File: config.mk
export PLATFORM = sky130hd
export DESIGN_NAME = lsac_head
export DESIGN_NICKNAME = d
export VERILOG_FILES = /design/src/hdl/lsac_pkg.sv /design/src/hdl/lsac_head.sv
export SDC_FILE = /design/constraint.sdc
export NUM_CORES = 1
export LEC_CHECK = 0
export BUFFER_PORTS_ARGS = -buffer_cell sky130_fd_sc_hd__buf_2
export CAP_MARGIN = 20
export CELL_PAD_IN_SITES_DETAIL_PLACEMENT = 1
export CELL_PAD_IN_SITES_GLOBAL_PLACEMENT = 1
export CORE_MARGIN = 2
export CORE_UTILIZATION = 35
export CTS_CLUSTER_SIZE = 8
export DETAILED_ROUTE_END_ITERATION = 8
export PLACE_DENSITY = 0.8
export RECOVER_POWER = 25
export SYNTH_ARGS = -nofsm -noshare
export SYNTH_HDL_FRONTEND = slang
export SYNTH_SLANG_ARGS = --single-unit
File: constraint.sdc
create_clock -name clk_i -period 2.4 [get_ports clk_i]
set_input_delay 0.12 -clock clk_i [delete_from_list [all_inputs] [get_ports clk_i]]
set_output_delay 0.12 -clock clk_i [all_outputs]
set_load 0.05 [all_outputs]
File: src/hdl/lsac_pkg.sv
// Shared types and constants for the linear-space alignment cost row.
package lsac_pkg;

  // Operation carried with each input word.
  typedef enum logic [1:0] {
    FUNC_START  = 2'd0,
    FUNC_APPEND = 2'd1,
    FUNC_QUERY  = 2'd2,
    FUNC_READ   = 2'd3
  } func_e;

  // Configuration register indexes.
  localparam int unsigned   CFG_IDX_W      = 2;
  localparam logic [CFG_IDX_W-1:0] CFG_GAP_COST   = 2'd0;
  localparam logic [CFG_IDX_W-1:0] CFG_TABLE_LOW  = 2'd1;
  localparam logic [CFG_IDX_W-1:0] CFG_TABLE_HIGH = 2'd2;

  localparam int unsigned   GAP_W          = 8;
  localparam int unsigned   CFG_DATA_W     = 64;
  localparam int unsigned   TABLE_W        = 2 * CFG_DATA_W;
  localparam int unsigned   SYM_W          = 2;

  localparam logic [GAP_W-1:0]      GAP_COST_RST   = 8'd30;
  localparam logic [CFG_DATA_W-1:0] TABLE_LOW_RST  = 64'd3491979035099033088;
  localparam logic [CFG_DATA_W-1:0] TABLE_HIGH_RST = 64'd31015429568755248;

  // Control part of a word travelling down the cell chain.
  typedef struct packed {
    logic  valid;
    func_e kind;   // append, query or read
    logic  init;   // no query yet since start: use the gap-only row
    logic  oor;    // read column beyond the reference length
    logic  ovf;    // an append was dropped before this read
  } tok_ctl_t;

endpackage

File: src/hdl/lsac_head.sv
// Head of the chain: alignment state, column zero and word issue.
module lsac_head import lsac_pkg::*; #(
  parameter int unsigned MAX_REF_LEN = 1024,
  parameter int unsigned COL_W       = 11,
  parameter int unsigned COST_BITS   = 20
) (
  input  logic                 clk_i,
  input  logic                 rst_ni,
  input  logic                 en_i,
  input  logic                 accept_i,
  input  func_e                func_i,
  input  logic [SYM_W-1:0]     sym_i,
  input  logic [COL_W-1:0]     col_i,
  input  logic [GAP_W-1:0]     gap_i,
  output tok_ctl_t             ctl_o,
  output logic [SYM_W-1:0]     sym_o,
  output logic [COL_W-1:0]     col_o,
  output logic [COST_BITS-1:0] diag_o,
  output logic [COST_BITS-1:0] left_o
);

  logic [COL_W-1:0]     len_q, len_d;
  logic [COST_BITS-1:0] edge_q, edge_d, edge_next;
  logic                 started_q, started_d;
  logic                 dropped_q, dropped_d;
  logic [COST_BITS:0]   edge_sum;
  logic                 full, drop_append;

  tok_ctl_t             ctl_q, ctl_d;
  logic [SYM_W-1:0]     sym_q;
  logic [COL_W-1:0]     col_q, col_d;
  logic [COST_BITS-1:0] diag_q, left_q, left_d;

  assign full        = (len_q == COL_W'(MAX_REF_LEN));
  assign drop_append = started_q || full;
  assign edge_sum    = {1'b0, edge_q} + (COST_BITS + 1)'(gap_i);
  assign edge_next   = edge_sum[COST_BITS] ? '1 : edge_sum[COST_BITS-1:0];

  always_comb begin
    len_d     = len_q;
    edge_d    = edge_q;
    started_d = started_q;
    dropped_d = dropped_q;
    ctl_d       = '0;
    ctl_d.kind  = func_i;
    ctl_d.init  = !started_q;
    ctl_d.oor   = (col_i > len_q);
    ctl_d.ovf   = dropped_q;
    col_d       = col_i;
    left_d      = '0;
    case (func_i)
      FUNC_START: begin
        len_d     = '0;
        edge_d    = '0;
        started_d = 1'b0;
        dropped_d = 1'b0;
      end
      FUNC_APPEND: begin
        if (drop_append) begin
          dropped_d = 1'b1;
        end else begin
          len_d       = len_q + COL_W'(1);
          ctl_d.valid = accept_i;
          col_d       = len_q + COL_W'(1);   // cell index of the new symbol
        end
      end
      FUNC_QUERY: begin
        edge_d      = edge_next;
        started_d   = 1'b1;
        ctl_d.valid = accept_i;
        left_d      = edge_next;
      end
      FUNC_READ: begin
        ctl_d.valid = accept_i;
        left_d      = (col_i == '0) ? edge_q : '0;
      end
      default: begin
        ctl_d.valid = 1'b0;
      end
    endcase
  end

  always_ff @(posedge clk_i or negedge rst_ni) begin
    if (!rst_ni) begin
      len_q     <= '0;
      edge_q    <= '0;
      started_q <= 1'b0;
      dropped_q <= 1'b0;
      ctl_q     <= '0;
    end else begin
      if (accept_i) begin
        len_q     <= len_d;
        edge_q    <= edge_d;
        started_q <= started_d;
        dropped_q <= dropped_d;
      end
      if (en_i) begin
        ctl_q <= ctl_d;
      end
    end
  end

  always_ff @(posedge clk_i) begin
    if (en_i) begin
      sym_q  <= sym_i;
      col_q  <= col_d;
      diag_q <= edge_q;    // old cost of column zero
      left_q <= left_d;
    end
  end

  assign ctl_o  = ctl_q;
  assign sym_o  = sym_q;
  assign col_o  = col_q;
  assign diag_o = diag_q;
  assign left_o = left_q;

endmodule

# Word-level counts from Yosys, hierarchy flattened
# Index checks and enable logic that the tools add are counted.
classes:
  n_addsub: 2
  order_cmp: 1
  eq_ne: 6
  mux: 13
  n_reduce_logical: 10
op_table:
  columns: ["operator", "n"]
  rows:
  - ["20-bit one-hot mux with 2 select lines", 2]
  - ["20-bit two-way mux", 2]
  - ["11-bit two-way mux", 3]
  - ["11-bit one-hot mux with 2 select lines", 1]
  - ["20-bit by 8-bit adder with 21-bit output", 1]
  - ["11-bit by 1-bit adder with 11-bit output, second input constant", 1]
  - ["11-bit == test, second input constant", 1]
  - ["11-bit greater-than comparator", 1]
  - ["11-bit zero test", 1]
  - ["1-bit one-hot mux with 2 select lines", 3]
  - ["3-bit AND reduction", 2]
  - ["2-bit == test, second input constant", 2]
  - ["2-bit inequality test, second input constant", 2]
  - ["2-bit nonzero test", 2]
  - ["2-bit by 1-bit == test with 1-bit output, second input constant", 1]
  - ["2-bit zero test", 1]
  - ["1-bit two-way mux", 2]
  - ["2-bit AND reduction", 1]
  - ["2-bit OR reduction", 1]
  - ["1-bit zero test", 1]
  - ["1-bit logical OR", 1]
word_totals:
  regBits: 92
  output_inout_bits: 59

# Depth between registers and ports, before layout
# Gate-level depths: netlist of the first run.
depth:
  ltp_word: 4
  depth_mapped: 9
  ltp_nobuf: 7

# Worst setup path before layout of the first run
# OpenSTA, ideal clock, no wires.
synth_timing:
  path_type: "register -> register"
  from: "register edge_q[0]"
  to: "register left_q[13] (netlist: left_o[13]), data pin"
  setup_time_ns: 0.256
  arrival_time_ns: 2.227
  path_slack_ns: -0.083
  path_stages_with_launch: 10
  path_buffers: 2
  period_less_slack_ns: 2.483
  cell_sequence: "dfrtp_1 > ha_1 > fa_1 > a211oi_1 > o21a_1 > clkbuf_1 > a21o_1 > buf_2 > o22ai_1 > a22o_1"
synth_between:
  elab_chain_len: 3
synth_rtl:
  columns: ["item", "line_no", "source"]
  rows:
  - ["from (decl)", "lsac_head.sv:23", "logic [COST_BITS-1:0] edge_q, edge_d, edge_next;"]
  - ["from (signal assigned)", "lsac_head.sv:93", "edge_q <= edge_d;"]
  - ["20-bit by 8-bit adder with 21-bit output", "lsac_head.sv:36", "assign edge_sum = {1'b0, edge_q} + (COST_BITS + 1)'(gap_i);"]
  - ["20-bit two-way mux", "lsac_head.sv:37", "assign edge_next = edge_sum[COST_BITS] ? '1 : edge_sum[COST_BITS-1:0];"]
  - ["20-bit one-hot mux with 2 select lines", "lsac_head.sv:51", "case (func_i)"]
  - ["named net left_d[13]", "lsac_head.sv:32", "logic [COST_BITS-1:0] diag_q, left_q, left_d;"]
  - ["to (signal assigned)", "lsac_head.sv:108", "left_q <= left_d;"]
  - ["to (decl)", "lsac_head.sv:32", null]
# The timed path passes the listed nets, and every way through them passes these cells.
# A chain may end at the register's enable or synchronous reset.

# Worst setup path in the final report of the first run
layout_timing:
  from: "register edge_q[6]"
  to: "register left_q[13] (netlist: left_o[13]), data pin"
# The elaborated chain is that of the path after synthesis.

==> flow_summary.toml, run 1 <==
[logic_synthesis]
postSynth.asyncResetShare = 0.424
syn_area_per_cell_um2 = 10.6
synth_edf_count = 53
synthCells = 450
synth_area_um2 = 4790
ys_types = 57
synth_area_leaders = "edfxtp_1, dfrtp_1, ha_1, o21ai_0, a21oi_1"
synth.top_cell.area_share = 0.333
syn_nets = 499
ys_warn_count = 0
yosysTopAreaCell = "edfxtp_1"
synthFlopType = "edfxtp_1"
synth-seq-cells = 92
ys_seq_area_frac = 0.536

[power_and_ir_drop]
combPwrFrac = 0.264
p_switching_mw = 1.55
powerDensity_nw_per_um2 = 775
total_power_mw = 4.70
pwr-share-seq = 0.412
ir_worst_vdd_uv = 347
p_leak_nw = 2.54
internal_power_mw = 3.15
pwr-share-clk = 0.324
switching_share = 0.330

[critical_path]
r2r-start = "edge_q[6]$_DFFE_PN0P_"
crit_arrival_ns = 2.45
required_ns = 2.51
worstSetupStartpoint = "edge_q[6]$_DFFE_PN0P_"
crit_path_start_kind = "register"
crit_path_max_fanout = 8
cp-end-kind = "register"
worstRegToRegCells = 8
path_class = "register to register"

[grt]
grtUsageTotal = 0.195
grt_max_degree = 40
antenna_found_initial = 0
grt_pass1_wl_um = 22000
grt_pass1_vias = 4338
overflow = 0

[drt]
wl_per_cell_um = 18.4
drtIter0Drc = 256
ant_nets = 0
drt-vias-per-instance = 5.47
dr.pass1.iters = 4
vias = 4079
routed_wirelength_um = 13800
drc = 0

[sta]
fin_crit_ns = 2.34
max_freq_mhz = 428
slew_viol_final = 0
fin_skew_ns = 0.00739
tightest_slew_ns = 1.33
setup_viol = 0
maxSlewHeadroom = 0.115
final_hold_viol_count = 0
tns_ns = 0
whs_ns = 0.110
post-route-period-util = 0.973
setup_ws_ns = 0.0648
rsz0062_at_grt = "true"

[floorplan]
io_pins = 86
dieArea_um2 = 14600
core_um2 = 13300
start_util = 0.360
fp.dieH_um = 121
num_rows = 42
die_w_um = 121

[cells_and_area]
area_growth_pct = 26.6
regArea_um2 = 2570
layout.nets = 614
nFillCells = 1503
drive_above_1_share = 0.272
fin_area_um2 = 6060
antenna_cells = 0
multi_input_area_um2 = 2110

[status]
status = "finished clean"

[clock_network]
cts_made_buffers = 9
htreeDepth = 3
cts_tree = "built"
clockBufferDepth = 2
cts_root_buf = "clkbuf_16"
path_clk_slew_ns = 0.07
worstSkewPairLatency_ns = 0.36
cts_sinks = 92

[placed_design]
place_area_um2 = 5620
place.gp.congestion = 0.869
hpwl_um = 9680
preCtsSetupSlack_ns = -0.191
port_buffers = 85

[flow_run]
cap_violations = 0

[hold_path]
hp-class = "input pin to register"
holdPathStages = 2
worst_hold_startpoint = "func_i[0]"
## cell type report
cell class                      instances  share of cell area
Multi-Input combinational cell        314               0.348
Sequential cell                        92               0.424
Tap cell                              176              0.0363
Clock buffer                           12              0.0496
Timing Repair Buffer                  130               0.127
Clock inverter                          4             0.00392
Inverter                               18              0.0112
## Yosys cell counts (3+ instances only)
library cell,number
edfxtp_1,53
o21ai_0,43
dfrtp_1,39
nand2_1,39
nor2_1,33
a21oi_1,31
ha_1,21
clkbuf_1,18
inv_1,18
a21o_1,12
xnor2_1,12
o211ai_1,11
a22o_1,10
nor2b_1,8
o22ai_1,8
and3_1,7
a211oi_1,6
nand4_1,6
buf_2,5
mux2_2,5
nand3_1,5
nor3_1,5
a311oi_1,4
o21a_1,4
nor4_1,3
o2bb2ai_1,3
o31ai_1,3
## registers in the layout (all words and copies together) (netlist names)
register   cells
started_q      1
len_q         11
col_o         11
dropped_q      1
sym_o          2
edge_q        20
left_o        20
ctl_o          6
diag_o        20
## layout by cell type (no fill, tap or decap), types with 4 or more instances in the layout
cell type and instances:
nand4_1 6, xnor2_1 12, a311oi_1 4, inv_1 18, nor2b_1 8, a21o_1 12
mux2_2 5, and3_1 7, clkbuf_1 10, a21oi_1 31, edfxtp_1 53, nor2_1 33
nor3_1 5, o21ai_1 4, ha_1 18, a22o_1 10, clkbuf_16 12, o21ai_0 40
buf_2 83, buf_4 32, dfrtp_1 39, nand3_1 5, o211ai_1 11, nand2_1 39
o22ai_1 8
## worst paths after layout
kind	endpoint	slack, ns
max in group asynchronous	ctl_o[2]$_DFFE_PN0P_	1.02
worst min register to register	ctl_o[3]$_DFFE_PN0P_	0.53
worst min-delay path	ctl_o[3]$_DFFE_PN0P_	0.11
worst max register to register	left_o[13]$_DFFE_PP_	0.06
min in group asynchronous	ctl_o[3]$_DFFE_PN0P_	0.59
worst max-delay path	left_o[13]$_DFFE_PP_	0.06
## per-layer routing
metal | routed length, µm | global-route usage
met1 | 5880 | 0.235
met4 | 204 | 0.0799
met5 | 0 | 0
met2 | 7080 | 0.343
met3 | 592 | 0.0324
## worst max-delay path, stage by stage (launching register included)
cell and delay (ns):
dfrtp_1 0.44, ha_4 0.24, buf_4 0.16, a211oi_1 0.26, o22ai_1 0.13, buf_4 0.18, o211ai_1 0.27, o22ai_1 0.15
a22o_1 0.25
## power groups by stage
stage | Sequential (mW) | Clock [mW] | Combinational [mW]
floorplan | 2.28 | 0 | 0.457
global placement | 1.95 | 0 | 1.14
detailed placement | 1.96 | 0 | 1.18
CTS | 1.93 | 1.55 | 1.20
global route | 1.95 | 1.61 | 1.35
finish | 1.93 | 1.52 | 1.24
## metrics by stage
stage,utilization,instances
2_1_floorplan,-,450
3_3_place_gp,0.423,724
3_5_place_dp,0.423,724
4_1_cts,0.451,743
5_1_grt,0.456,746
6_report,0.456,746
## timing repair
action | 4_1_cts | 5_1_grt
resized for setup | 3 | 11
hold buffers | 3 | 0
endpoints found under the hold margin | 41 | 0
setup endpoints to repair | 26 | 23
pin swaps | 1 | 6
gates cloned | 0 | 1
setup buffers | 0 | 1
## logic make-up after synthesis
family,after synthesis,share of synthesized area
AO/OA/AOI/OAI,150,0.202
multiplexers,5,0.0118
AND/OR/NAND/NOR,122,0.126
XOR/XNOR,14,0.0256
flip-flops,92,0.536
buffers and inverters,45,0.0392
adder cells (fa/ha/maj),22,0.0591
(Power assumes the default switching activity.)
==> run 2, diff against run 1 <==
RECOVER_POWER = unset   (was 25)
SETUP_SLACK_MARGIN = 0.15   (was unset)
==> run 2 against run 1 <==
Effect of this change:
- the run now ends with setup timing left
- flip-flop and latch count unchanged
- combinational power increased by 27%
- clock-buffer cell count is 1 higher
- clock power down 8%
- non-clock buffer count grew 16
- worst hold slack gained 0.0053 ns
- first-iteration DRC count decreased by 15%
- sequential share of layout area decreased by 2.2 points
- power up 4.7%
- via count is 5.3% higher
- critical path type unchanged
- largest power group unchanged
- highest routed layer unchanged
==> flow_summary.toml, run 2 (synthesized netlist as in run 1, its figures left out) <==
[hold_path]
holdPathStages = 2
hp-class = "input pin to register"
worst_hold_startpoint = "func_i[0]"
hold_end = "ctl_o[3]$_DFFE_PN0P_"

[clock_network]
cts_root_buf = "clkbuf_16"
cts_tree = "built"
path_clk_slew_ns = 0.07
cts_made_buffers = 9
clockBufferDepth = 2
htreeDepth = 3
worstSkewPairLatency_ns = 0.35
cts_sinks = 92

[drt]
wl_met1_um = 6580
wl_per_cell_um = 21.2
ant_nets = 0
dr.pass1.iters = 4
drt-vias-per-instance = 5.63
top_layer = "met4"
routed_wirelength_um = 16200
wl_met2_um = 8020
vias = 4296
drtIter0Drc = 218
drc = 0
wl_met3_um = 912

[status]
status = "finished, violations left"
violations = "setup timing"

[critical_path]
crit_arrival_ns = 2.50
path_class = "register to register"
r2r_end = "left_o[15]$_DFFE_PP_"
reg2reg_slack_ns = -0.0005
crit_path_start_kind = "register"
cp-end-kind = "register"
r2r-start = "edge_q[5]$_DFFE_PN0P_"
required_ns = 2.50
crit_path_max_fanout = 8
worstRegToRegCells = 8

[grt]
antenna_found_initial = 0
grt_max_degree = 40
grt_pass1_wl_um = 23500
grt_pass1_vias = 4452
grtUsageTotal = 0.211
overflow = 0

[floorplan]
num_rows = 42
io_pins = 86
core_um2 = 13300
start_util = 0.360
fp.dieH_um = 121
dieArea_um2 = 14600
die_w_um = 121

[flow_run]
cap_violations = 0

[sta]
final_hold_viol_count = 0
fin_crit_ns = 2.40
slew_viol_final = 0
post-route-period-util = 1.00
whs_ns = 0.115
setup_viol = 1
fin_skew_ns = 0.00903
tightest_slew_ns = 1.01
max_freq_mhz = 417
maxSlewHeadroom = 0.327
setup_ws_ns = -0.000454
rsz0062_at_grt = "true"

[placed_design]
hpwl_um = 9450
port_buffers = 85
place.gp.congestion = 0.952

[power_and_ir_drop]
total_power_mw = 4.92
ir_worst_vdd_uv = 423
p_leak_nw = 2.65
powerDensity_nw_per_um2 = 769

[cells_and_area]
area_growth_pct = 33.6
multi_input_area_um2 = 2330
drive_above_1_share = 0.351
layout.nets = 631
nFillCells = 1467
final_common_cell = "buf_2"
regArea_um2 = 2570
layout_common_cells = "buf_2, edfxtp_1, buf_4"
antenna_cells = 0
==> run 2: changes by cell type in the layout (fill, tap and decap cells not counted), moves of 3 or more <==
| cell | previous run | this run |
|---|---|---|
| buf_4 | 32 | 51 |
| buf_6 | 0 | 6 |
| clkbuf_1 | 10 | 4 |
| a21oi_1 | 31 | 26 |
| ha_1 | 18 | 13 |
| a21oi_2 | 0 | 4 |
| ha_4 | 3 | 7 |
| clkbuf_16 | 12 | 9 |
| nor3_1 | 5 | 2 |
==> run 2: how the worst max path moves through the flow <==
| stage | from | endpoint | slack, ns | cells after the start |
|---|---|---|---|---|
| floorplan | edge_q[0]$_DFFE_PN0P_ | left_o[7]$_DFFE_PP_ | 0.17 | 9 |
| global route | edge_q[5]$_DFFE_PN0P_ | left_o[15]$_DFFE_PP_ | -0.07 | 8 |
| finish | edge_q[5]$_DFFE_PN0P_ | left_o[15]$_DFFE_PP_ | -0.0005 | 8 |
| global placement | edge_q[0]$_DFFE_PN0P_ | left_o[7]$_DFFE_PP_ | -0.09 | 7 |
| detailed placement | edge_q[0]$_DFFE_PN0P_ | left_o[2]$_DFFE_PP_ | -0.15 | 7 |
| CTS | edge_q[4]$_DFFE_PN0P_ | left_o[18]$_DFFE_PP_ | 0.11 | 7 |
==> run 2: worst max-delay path, cell delays in order, from the launching register on <==
cell	delay [ns]
dfrtp_1	0.42
ha_4	0.29
buf_4	0.12
nand4_1	0.22
nor3_4	0.32
buf_6	0.17
o211ai_1	0.16
a21o_1	0.21
a22o_1	0.23
==> run 2: timing repair <==
action,CTS,global route
cloned,1,1
gates resized for setup,16,37
setup endpoints to repair,34,44
buffers inserted,19,10
pin swaps,16,27
endpoints found under the hold margin,41,0
hold buffers,3,0
==> run 2: metal layers <==
layer	GRT usage	up-vias
met3	0.0484	45
met2	0.353	162
li1	-	1940
met5	0	-
met4	0.0981	0
met1	0.259	2149
==> run 2: report_power, final <==
part	internal (mW)	switching (mW)	total [mW]
combinational	0.596	0.980	1.58
clock	0.804	0.596	1.40
sequential	1.84	0.0959	1.94
==> run 2: final cells by class <==
type | instances | area share
Clock inverter | 3 | 0.00607
Timing Repair Buffer | 146 | 0.145
Inverter | 18 | 0.0106
Sequential cell | 92 | 0.402
Tap cell | 176 | 0.0344
Clock buffer | 13 | 0.0376
Multi-Input combinational cell | 315 | 0.365
==> run 2: metrics by stage <==
step | area, µm² | utilization | setup TNS (ns) | worst slack [ns] | std cells
4_1_cts | 6130 | 0.461 | 0 | 0.112 | 752
6_report | 6390 | 0.481 | -0.000454 | -0.000454 | 763
5_1_grt | 6390 | 0.481 | -0.127 | -0.0658 | 763
3_5_place_dp | 5560 | 0.419 | -2.16 | -0.153 | 713
3_3_place_gp | 5560 | 0.419 | -0.515 | -0.0911 | 713
2_1_floorplan | 4810 | - | 0 | 0.168 | 450
