--- config.mk ---
export PLATFORM = sky130hd
export DESIGN_NAME = lsac_cell
export DESIGN_NICKNAME = d
export VERILOG_FILES = /design/src/hdl/lsac_pkg.sv /design/src/hdl/lsac_cell.sv
export SDC_FILE = /design/constraint.sdc
export NUM_CORES = 1
export LEC_CHECK = 0
export BUFFER_PORTS_ARGS = -buffer_cell sky130_fd_sc_hd__clkbuf_2
export CAP_MARGIN = 20
export CORE_ASPECT_RATIO = 1.4
export CORE_MARGIN = 3
export CORE_UTILIZATION = 58
export DETAILED_ROUTE_END_ITERATION = 7
export PLACE_DENSITY = 0.87
export SETUP_SLACK_MARGIN = 0.5
export SYNTH_ARGS = -nofsm -noshare
export SYNTH_HDL_FRONTEND = slang
export SYNTH_SLANG_ARGS = --single-unit
--- constraint.sdc ---
create_clock -name clk_i -period 15.62 [get_ports clk_i]
set_input_delay 0.781 -clock clk_i [delete_from_list [all_inputs] [get_ports clk_i]]
set_output_delay 0.781 -clock clk_i [all_outputs]
set_load 0.02 [all_outputs]
--- src/hdl/lsac_pkg.sv ---
// Shared types and constants for the linear-space alignment cost row.
package lsac_pkg;

  // Operation carried with each input word.
  typedef enum logic [1:0] {
    FUNC_START  = 2'd0,
    FUNC_APPEND = 2'd1,
    FUNC_QUERY  = 2'd2,
    FUNC_READ   = 2'd3
  } func_e;

  // Configuration register indexes.
  localparam int unsigned   CFG_IDX_W      = 2;
  localparam logic [CFG_IDX_W-1:0] CFG_GAP_COST   = 2'd0;
  localparam logic [CFG_IDX_W-1:0] CFG_TABLE_LOW  = 2'd1;
  localparam logic [CFG_IDX_W-1:0] CFG_TABLE_HIGH = 2'd2;

  localparam int unsigned   GAP_W          = 8;
  localparam int unsigned   CFG_DATA_W     = 64;
  localparam int unsigned   TABLE_W        = 2 * CFG_DATA_W;
  localparam int unsigned   SYM_W          = 2;

  localparam logic [GAP_W-1:0]      GAP_COST_RST   = 8'd30;
  localparam logic [CFG_DATA_W-1:0] TABLE_LOW_RST  = 64'd3491979035099033088;
  localparam logic [CFG_DATA_W-1:0] TABLE_HIGH_RST = 64'd31015429568755248;

  // Control part of a word travelling down the cell chain.
  typedef struct packed {
    logic  valid;
    func_e kind;   // append, query or read
    logic  init;   // no query yet since start: use the gap-only row
    logic  oor;    // read column beyond the reference length
    logic  ovf;    // an append was dropped before this read
  } tok_ctl_t;

endpackage

--- src/hdl/lsac_cell.sv ---
// One cell of the cost row: holds one reference symbol and one row cost.
module lsac_cell import lsac_pkg::*; #(
  parameter int unsigned COL_W     = 11,
  parameter int unsigned COST_BITS = 20,
  parameter int unsigned CELL_IDX  = 1
) (
  input  logic                 clk_i,
  input  logic                 rst_ni,
  input  logic                 en_i,
  input  logic [GAP_W-1:0]     gap_i,
  input  logic [TABLE_W-1:0]   table_i,
  input  tok_ctl_t             ctl_i,
  input  logic [SYM_W-1:0]     sym_i,
  input  logic [COL_W-1:0]     col_i,
  input  logic [COST_BITS-1:0] diag_i,
  input  logic [COST_BITS-1:0] left_i,
  output tok_ctl_t             ctl_o,
  output logic [SYM_W-1:0]     sym_o,
  output logic [COL_W-1:0]     col_o,
  output logic [COST_BITS-1:0] diag_o,
  output logic [COST_BITS-1:0] left_o
);

  function automatic logic [COST_BITS-1:0] sat_add(input logic [COST_BITS-1:0] a,
                                                   input logic [COST_BITS-1:0] b);
    logic [COST_BITS:0] s;
    s = {1'b0, a} + {1'b0, b};
    return s[COST_BITS] ? '1 : s[COST_BITS-1:0];
  endfunction

  tok_ctl_t             ctl_q;
  logic [SYM_W-1:0]     sym_q;
  logic [COL_W-1:0]     col_q;
  logic [COST_BITS-1:0] diag_q, left_q, left_d;
  logic [COST_BITS-1:0] cost_q;
  logic [SYM_W-1:0]     ref_q;

  logic [COST_BITS-1:0] gap_ext, up, via_diag, via_up, via_left, best;
  logic [7:0]           mm;
  logic                 hit, is_query, is_read, is_append;

  assign gap_ext   = COST_BITS'(gap_i);
  assign hit       = (col_i == COL_W'(CELL_IDX));
  assign is_query  = ctl_i.valid && (ctl_i.kind == FUNC_QUERY);
  assign is_read   = ctl_i.valid && (ctl_i.kind == FUNC_READ);
  assign is_append = ctl_i.valid && (ctl_i.kind == FUNC_APPEND);

  // Old cost of this column; before the first query it is the gap-only row.
  assign up = ctl_i.init ? sat_add(diag_i, gap_ext) : cost_q;
  assign mm = table_i[{sym_i, ref_q, 3'b000} +: 8];

  always_comb begin
    via_diag = sat_add(diag_i, COST_BITS'(mm));
    via_up   = sat_add(up, gap_ext);
    via_left = sat_add(left_i, gap_ext);
    best     = via_diag;
    if (via_up < best) begin
      best = via_up;
    end
    if (via_left < best) begin
      best = via_left;
    end
    if (is_query) begin
      left_d = best;
    end else if (is_read && hit && !ctl_i.oor) begin
      left_d = up;
    end else begin
      left_d = left_i;
    end
  end

  always_ff @(posedge clk_i or negedge rst_ni) begin
    if (!rst_ni) begin
      ctl_q <= '0;
    end else if (en_i) begin
      ctl_q <= ctl_i;
    end
  end

  always_ff @(posedge clk_i) begin
    if (en_i) begin
      sym_q  <= sym_i;
      col_q  <= col_i;
      diag_q <= up;
      left_q <= left_d;
      if (is_query) begin
        cost_q <= best;
      end
      if (is_append && hit) begin
        ref_q <= sym_i;
      end
    end
  end

  assign ctl_o  = ctl_q;
  assign sym_o  = sym_q;
  assign col_o  = col_q;
  assign diag_o = diag_q;
  assign left_o = left_q;

endmodule

# [Word level (Yosys, flattened, before mapping)]
# Cells that the tools add are included.
# W data, S select, Z words.
[word_totals] ff_bits=81 input_bits=198 out_inout_bits=59 wordCells=40
[classes] addsub=4 n_lt_le_gt_ge=2 n_eq_ne=4 shift=1 n_mux=9 reduce_logical=9
[op_table] operator="$mux W20" count=9
[op_table] operator="$shiftx A128 B8 Y8" count=1
[op_table] operator="$add A20 B8 Y21" count=4
[op_table] operator="$lt A20 B20 Y1" count=2
[op_table] operator="$eq A11 B1 Y1 const B" count=1
[op_table] operator="$logic_and A1 B1 Y1" count=6
[op_table] operator="$eq A2 B2 Y1 const B" count=2
[op_table] operator="$reduce_and A2 Y1" count=2
[op_table] operator="$eq A2 B1 Y1 const B" count=1
[op_table] operator="$logic_not A1 Y1" count=1

# [Depth between registers and ports, before layout]
# Gate-level depths: netlist of the first run.
[depth] depth_word=10 depth_mapped=45 depth_no_buf=40

# [Worst setup path after synthesis of the first run]
# OpenSTA, ideal clock, no wires.
[synth_timing] path_type="input to register" startpoint="in gap_i[0]" endpoint="reg left_q[1], in the netlist left_o[1], data pin" setup_time_ns=0.254 arrival_ns=8.717 required_time_ns=15.366 slack_ns=6.649 cell_stages=40 path_buffers=5 cell_sequence="ha_1 > fa_1 > a211oi_2 > o211ai_2 > a31oi_1 > a21oi_1 > ha_1 > nor2b_1 > o31a_1 > o21ai_0 > a21o_1 > nor2_1 > and3_4 > buf_6 > nand3_1 > and2_1 > inv_1 > ha_1 > [4 not listed] > or2_2 > clkbuf_1 > o31a_1 > a41o_1 > buf_6 > buf_6 > mux2_4 > ha_1 > nand4_1 > nor2_1 > nand3_1 > nor3_1 > nand4_1 > a211oi_1 > a21o_1 > buf_2 > mux2_2 > o21a_1"
[synth_between] elab_chain_cells=10 word_cells_on_any_way=13 cone_classes="add/sub: 3; order compare: 2; mux: 8"
[synth_rtl] item="start: declaration" line="lsac_cell.sv:10" source="input logic [GAP_W-1:0] gap_i,"
[synth_rtl] item="$add A20 B8 Y21 *" line="lsac_cell.sv:27" source="s = {1'b0, a} + {1'b0, b};"
[synth_rtl] item="$mux W20 *" line="lsac_cell.sv:28" source="return s[COST_BITS] ? '1 : s[COST_BITS-1:0];"
[synth_rtl] item="$mux W20 *" line="lsac_cell.sv:49" source="assign up = ctl_i.init ? sat_add(diag_i, gap_ext) : cost_q;"
[synth_rtl] item="via up[2]" line="lsac_cell.sv:38" source="logic [COST_BITS-1:0] gap_ext, up, via_diag, via_up, via_left, best;"
[synth_rtl] item="$add A20 B8 Y21 *" line="lsac_cell.sv:27"
[synth_rtl] item="$mux W20 *" line="lsac_cell.sv:28"
[synth_rtl] item="$lt A20 B20 Y1" line="lsac_cell.sv:57" source="if (via_up < best) begin"
[synth_rtl] item="$mux W20 *" line="lsac_cell.sv:57"
[synth_rtl] item="$lt A20 B20 Y1" line="lsac_cell.sv:60" source="if (via_left < best) begin"
[synth_rtl] item="$mux W20 *" line="lsac_cell.sv:60"
[synth_rtl] item="via best[1]" line="lsac_cell.sv:38"
[synth_rtl] item="$mux W20 *" line="lsac_cell.sv:63" source="if (is_query) begin"
[synth_rtl] item="via left_d[1]" line="lsac_cell.sv:34" source="logic [COST_BITS-1:0] diag_q, left_q, left_d;"
[synth_rtl] item="end signal: assignment" line="lsac_cell.sv:85" source="left_q <= left_d;"
[synth_rtl] item="end: declaration" line="lsac_cell.sv:34"
# The timed path passes the listed nets; every way through them passes the cells marked *.
# A chain may end at the register's enable or synchronous reset.

# [Worst setup path in the final report of the first run]
[layout_timing] startpoint="in gap_i[0]" endpoint="reg left_q[7], in the netlist left_o[7], data pin"
# Same word-level chain as after synthesis.

==> run_results.csv, run 1 <==
group,metric,value,unit
synthesis,yosysWarnings,0,
synthesis,synthAdderAreaFrac,11.1,%
synthesis,ys_seq_area_share,28.0,%
route,ant_nets,0,
clock_network,clock-sinks,81,
route,dr.pass1.iters,7,
clock_network,path_clk_slew,0.07,ns
synthesis,netlist_area,8580,µm²
route,vias,8742,
synthesis,synth-simple-area-share,16.6,%
placed_design,dpl.hpwl,23900,µm
setup_path,regToRegStartpoint,"ref_q[0]",
route,drt-initial-drc-count,564,
synthesis,synth_compound_area_share,20.7,%
sta,rsz0062_at_grt,"false",
sta,fin_crit,11.02,ns
clock_network,cts-buffers-inserted,9,
floorplanning,die_width,109,µm
sta,relSlewSlack,29.7,%
clock_network,cts_tree,"yes",
synthesis,synth_top_family_by_area,"compound AO/OA/AOI/OAI gates",
sta,skew,0.00878,ns
final_layout,n_fill_cell,1150,
setup_path,cp-end-kind,"flip-flop",
setup_path,cp-startpoint,"gap_i[0]",
global_routing,grt_pass1_wl,44200,µm
pwr,switching_power,0.000331,W
setup_path,max_stage_delay,0.72,ns
placed_design,dpl.cell_count,1320,
sta,setup_violations,0,
final_layout,final_area,10300,µm²
synthesis,synth_edf_count,75,
pwr,pwr-share-clk,25.0,%
pwr,power_frac_seq,30.5,%
floorplanning,die_y,150,µm
sta,max_freq,90.8,MHz
pwr,p_leak,4.52,nW
route,vias_per_cell,6.53,
flow_run,maxCapViolCount,0,
clock_network,insertion_delay,0.34,ns
clock_network,clockRootBuffer,"clkbuf_16",
pwr,sw_frac_of_total,38.1,%
sta,final.setup.tns,0,ns
synthesis,synth_ff_type,"edfxtp_1",
synthesis,muxShareOfSynthArea,15.3,%
synthesis,synth_cells,915,
setup_path,critPathKind,"in -> reg",
clock_network,cts-resized-gates,0,
pwr,combinationalPowerShare,44.5,%
clock_network,htreeDepth,3,
run_status,status,"completed",
setup_path,reg2reg_to,"left_o[7]",
final_layout,instances_no_fill,1339,
setup_path,cp_slowest_cell,"a31oi_1",
placed_design,place.port_buffers,256,
pwr,peakVddDrop,0.0000670,V
synthesis,synth_xor_area_share,3.37,%
placed_design,place.gp.congestion,0.969,
synthesis,synth-seq-cells,81,
sta,drv_slew,0,
floorplanning,initial_core_util,59.2,%
setup_path,arrival,11.12,ns
final_layout,drive_gt1_share,32.0,%
floorplanning,core-area,14500,µm²
pwr,p_int,0.000539,W
setup_path,r2r_slack,5.36,ns
floorplanning,fp-row-count,52,
floorplanning,boundaryPins,257,
synthesis,syn_avg_cell_area,9.38,µm²
route,drcViolationCount,0,
pwr,power_density,84.8,nW/µm²
sta,worst_pin_slew,1.05,ns
sta,fin_crit_sh,70.5,%
setup_path,path_buf_inv,3,
floorplanning,die-area,16300,µm²
global_routing,grt_pass1_vias,8646,
setup_path,crit_fanout,24,
sta,hold_violations,0,
route,wl_per_cell,22.0,µm
setup_path,reg2reg_depth,34,
placed_design,placed_cell_area,9950,µm²
synthesis,async_flop_share,7.41,%
synthesis,syn_nets,1187,
setup_path,start_kind,"input pin",
clock_network,cts_setup_buffers,0,
clock_network,clock_path_buffers,2,
global_routing,grt.total_usage,35.5,%
worst_hold_path,hp-class,"in -> async",
setup_path,critPathRequiredTime,15.72,ns
global_routing,overflow,0,
global_routing,grt_max_degree,62,
global_routing,antenna_found_initial,3,
setup_path,path_delay_family,"compound AO/OA/AOI/OAI gates",
synthesis,ys_types,82,
final_layout,syn2layout_area_growth,19.5,%
route,wl,29400,µm
clock_network,holdBufCountCts,0,
final_layout,nets,1414,
[cell families after synthesis]
| kind of cell | count (synthesis) |
|---|---|
| xor gates and xnor gates | 33 |
| muxes | 78 |
| and+or+nand+nor | 293 |
| DFF | 81 |
| adders and majority gates | 74 |
| AOI/OAI and AO/OA | 256 |
| buffers and inverters | 100 |
[area by class of cell]
class	instances	area (µm²)	share of cell area (%)
Clock inverter	7	76.3	0.744
Multi-Input combinational cell	734	5780	56.3
Clock buffer	9	225	2.19
Tap cell	189	236	2.30
Timing Repair Buffer	264	1340	13.1
Antenna cell	3	7.51	0.0732
Inverter	52	195	1.90
Sequential cell	81	2400	23.4
[worst max path at each step]
stage	cells after the start	slack [ns]	end
detailed placement	37	4.63	left_o[7]
CTS	37	4.95	left_o[7]
floorplan	40	6.65	left_o[1]
finish	37	4.60	left_o[7]
global route	37	4.06	left_o[7]
global placement	37	4.96	left_o[7]
[per-stage QoR]
step	utilization, %	hold slack (ns)	total power (W)	setup slack [ns]
global route	70.7	0.250	0.000915	4.06
detailed placement	68.6	0.495	0.000644	4.63
global placement	68.6	0.492	0.000635	4.96
CTS	70.7	0.250	0.000861	4.95
finish	70.7	0.246	0.000870	4.60
floorplan	-	0.485	0.000527	6.65
[sequential cells by signal (all words and copies together) (netlist names)]
signal / cells
cost_q: 20
col_o: 11
sym_o: 2
diag_o: 20
left_o: 20
ref_q: 2
ctl_o: 6
[worst register-to-register path, delay by kind of cell, from the launching register on]
kind	cells	cell delay, ns
AOI/OAI and AO/OA	14	3.43
adders and majority gates	3	0.98
buffers and inverters	4	1.03
DFF	1	0.33
muxes	4	2.03
and+or+nand+nor	9	2.22
[per-layer routing]
layer	vias up	part of all wire (%)	GRT usage, %
met2	529	51	63.4
met3	144	6.6	4.06
met1	4078	34	38.7
met4	0	8.5	24.7
met5	-	0	0
li1	3991	-	-
[placed cells by master, fill, tap and decap left out, types with 14 or more instances in the layout]
cell type / Yosys / layout
nand4_1: 23 / 23
a21oi_1: 65 / 65
xnor2_1: 20 / 20
a31oi_1: 20 / 20
nor3_1: 22 / 21
mux2i_1: 16 / 16
edfxtp_1: 75 / 75
nand2_1: 81 / 81
nor2_1: 78 / 78
nand3_1: 29 / 29
clkbuf_2: 0 / 256
ha_1: 70 / 70
inv_1: 52 / 52
a211oi_1: 14 / 14
o21ai_0: 33 / 33
mux4_2: 40 / 40
a21o_1: 25 / 25
mux2_2: 18 / 18
[power groups by stage]
stage	combinational (W)	clock, W	sequential, W
finish	0.000387	0.000218	0.000265
global route	0.000421	0.000227	0.000266
CTS	0.000379	0.000217	0.000265
detailed placement	0.000374	0	0.000269
global placement	0.000366	0	0.000269
floorplan	0.000243	0	0.000284
[cell usage after synthesis (6+ instances only)]
library cell / n / area, µm²
mux2_2: 18 / 203
nor3_1: 22 / 110
nor2_1: 78 / 293
inv_1: 52 / 195
nand4_1: 23 / 144
and2_1: 9 / 56.3
edfxtp_1: 75 / 2250
nor2b_1: 9 / 56.3
a21oi_1: 65 / 325
o211ai_1: 7 / 52.6
a31oi_1: 20 / 125
buf_1: 7 / 26.3
xor2_1: 13 / 114
nor4_1: 7 / 43.8
o21ai_0: 33 / 165
dfrtp_1: 6 / 150
mux2i_1: 16 / 160
clkbuf_1: 22 / 82.6
buf_2: 14 / 70.1
a21o_1: 25 / 188
xnor2_1: 20 / 175
nand2_1: 81 / 304
nand3_1: 29 / 145
a211oi_1: 14 / 105
ha_1: 70 / 876
o21ai_1: 6 / 30.0
o21a_1: 13 / 97.6
mux4_2: 40 / 901
o31ai_1: 12 / 90.1
and3_1: 7 / 43.8
Note: power is estimated with default switching activity, not from simulation.
==> run 2: changes to the inputs <==
CORE_UTILIZATION = 54   (was 58)
PLACE_DENSITY = 0.82   (was 0.87)
clock period = 10.45 ns   (was 15.62 ns; I/O delays follow)
==> run 2 against run 1 <==
Hold slack better by 0.12 ns; register-to-register slack worse by 3.9 ns; wire length is 1.5% higher; clock-buffer cell count is 1 higher; largest cell class unchanged; largest power group unchanged.
==> run_results.csv, run 2 (synthesis gave the netlist of run 1 again) <==
group,metric,value,unit
run_status,status,"completed",
placed_design,place.port_buffers,256,
sta,drv_slew,0,
setup_path,cp-end-kind,"flip-flop",
placed_design,place.gp.congestion,0.983,
placed_design,dpl.hpwl,24700,µm
setup_path,reg2reg_to,"left_o[15]",
sta,timing.final.ws_setup,1.09,ns
final_layout,syn2layout_area_growth,21.1,%
route,drcViolationCount,0,
floorplanning,fp-row-count,53,
route,drt-initial-drc-count,574,
final_layout,nets,1425,
setup_path,cp-startpoint,"gap_i[0]",
sta,worst_pin_slew,1.03,ns
global_routing,grt_pass1_wl,45900,µm
sta,setup_violations,0,
clock_network,cts_tree,"yes",
route,ant_nets,0,
setup_path,crit_fanout,31,
route,dr.pass1.iters,6,
sta,max_freq,107,MHz
placed_design,dp_slack,0.443,ns
global_routing,grt.total_usage,33.6,%
floorplanning,die_y,155,µm
floorplanning,initial_core_util,56.0,%
setup_path,cp_common_cell,"a21o_1",
sta,relSlewSlack,31.1,%
clock_network,cts_setup_buffers,0,
sta,rsz0062_at_grt,"false",
clock_network,insertion_delay,0.35,ns
global_routing,overflow,0,
setup_path,critPathRequiredTime,10.55,ns
global_routing,grt_max_degree,62,
pwr,peakVddDrop,0.000152,V
setup_path,cp_slowest_cell,"fa_1",
worst_hold_path,hp-class,"in -> reg",
final_layout,num_antenna_cells,0,
final_layout,drive_gt1_share,33.1,%
pwr,p_leak,4.58,nW
setup_path,arrival,9.46,ns
clock_network,clockRootBuffer,"clkbuf_16",
pwr,total_power,0.00129,W
floorplanning,core-area,15300,µm²
floorplanning,die_width,113,µm
route,vias,8583,
sta,final.setup.tns,0,ns
sta,skew,0.00879,ns
setup_path,r2r_slack,1.45,ns
clock_network,htreeDepth,3,
setup_path,cp-endpoint,"left_o[15]",
global_routing,antenna_found_initial,0,
pwr,power_density,124,nW/µm²
setup_path,regToRegStartpoint,"ref_q[0]",
sta,fin_crit,9.36,ns
clock_network,path_clk_slew,0.06,ns
setup_path,reg2reg_depth,33,
floorplanning,die-area,17500,µm²
route,wl,29900,µm
sta,hold_violations,0,
setup_path,max_stage_delay,0.50,ns
final_layout,final_cell_mix,"256 x clkbuf_2, 81 x nand2_1, 78 x nor2_1",
setup_path,critPathKind,"in -> reg",
route,wl_per_cell,22.1,µm
global_routing,grt_pass1_vias,8554,
clock_network,clock_path_buffers,2,
sta,fin_crit_sh,89.6,%
clock_network,clock-sinks,81,
floorplanning,boundaryPins,257,
clock_network,cts-buffers-inserted,9,
route,vias_per_cell,6.36,
final_layout,final_common_cell,"clkbuf_2",
flow_run,maxCapViolCount,0,
setup_path,start_kind,"input pin",
run 2: repair_timing:
action | CTS | global route
hold buffers | 1 | 0
setup endpoints to repair | 0 | 40
gates resized for setup | 0 | 13
hold endpoints to repair | 6 | 0
run 2: stage by stage:
step	std cells	area, µm²	hold slack, ns	utilization, %
finish	1350	10400	0.370	67.9
global route	1350	10400	0.359	67.9
CTS	1350	10300	0.365	67.4
detailed placement	1333	10000	0.355	65.5
global placement	1333	10000	0.355	65.5
floorplan	915	8580	0.227	-
run 2: critical path: cells and delay by family:
kind / cells / cell delay (ns)
adders and majority gates: 6 / 1.82
AOI/OAI and AO/OA: 19 / 4.19
buffers and inverters: 4 / 0.48
muxes: 3 / 1.01
and+or+nand+nor: 9 / 1.42
run 2: worst min-delay path by stage:
| stage | cells after the start | to | slack (ns) | start |
|---|---|---|---|---|
| after floorplan | 0 | ctl_o[0] | 0.23 | rst_ni |
| after global placement | 1 | ctl_o[1] | 0.35 | rst_ni |
| after detailed placement | 1 | ctl_o[2] | 0.35 | rst_ni |
| after CTS | 1 | col_o[8] | 0.37 | col_i[8] |
| after global routing | 1 | col_o[2] | 0.36 | col_i[2] |
| final | 1 | col_o[8] | 0.37 | col_i[8] |
run 2: metal layers:
| metal | up-vias | routed length (µm) | track usage (%) |
|---|---|---|---|
| met3 | 86 | 1730 | 5.41 |
| li1 | 4007 | - | - |
| met1 | 4067 | 10400 | 37.0 |
| met2 | 423 | 16000 | 62.4 |
| met4 | 0 | 1710 | 15.9 |
| met5 | - | 0 | 0 |
run 2: where the power goes:
part | switching [W] | internal (W)
sequential | 0.00000849 | 0.000388
clock | 0.000138 | 0.000165
combinational | 0.000348 | 0.000240
run 2: area by class of cell:
class,count,area [µm²]
timing repair buffer,275,1440
clock buffer,10,229
sequential,81,2400
inverter,52,195
fill,1240,4920
tap,192,240
multi-input combinational,734,5840
clock inverter,6,50.0
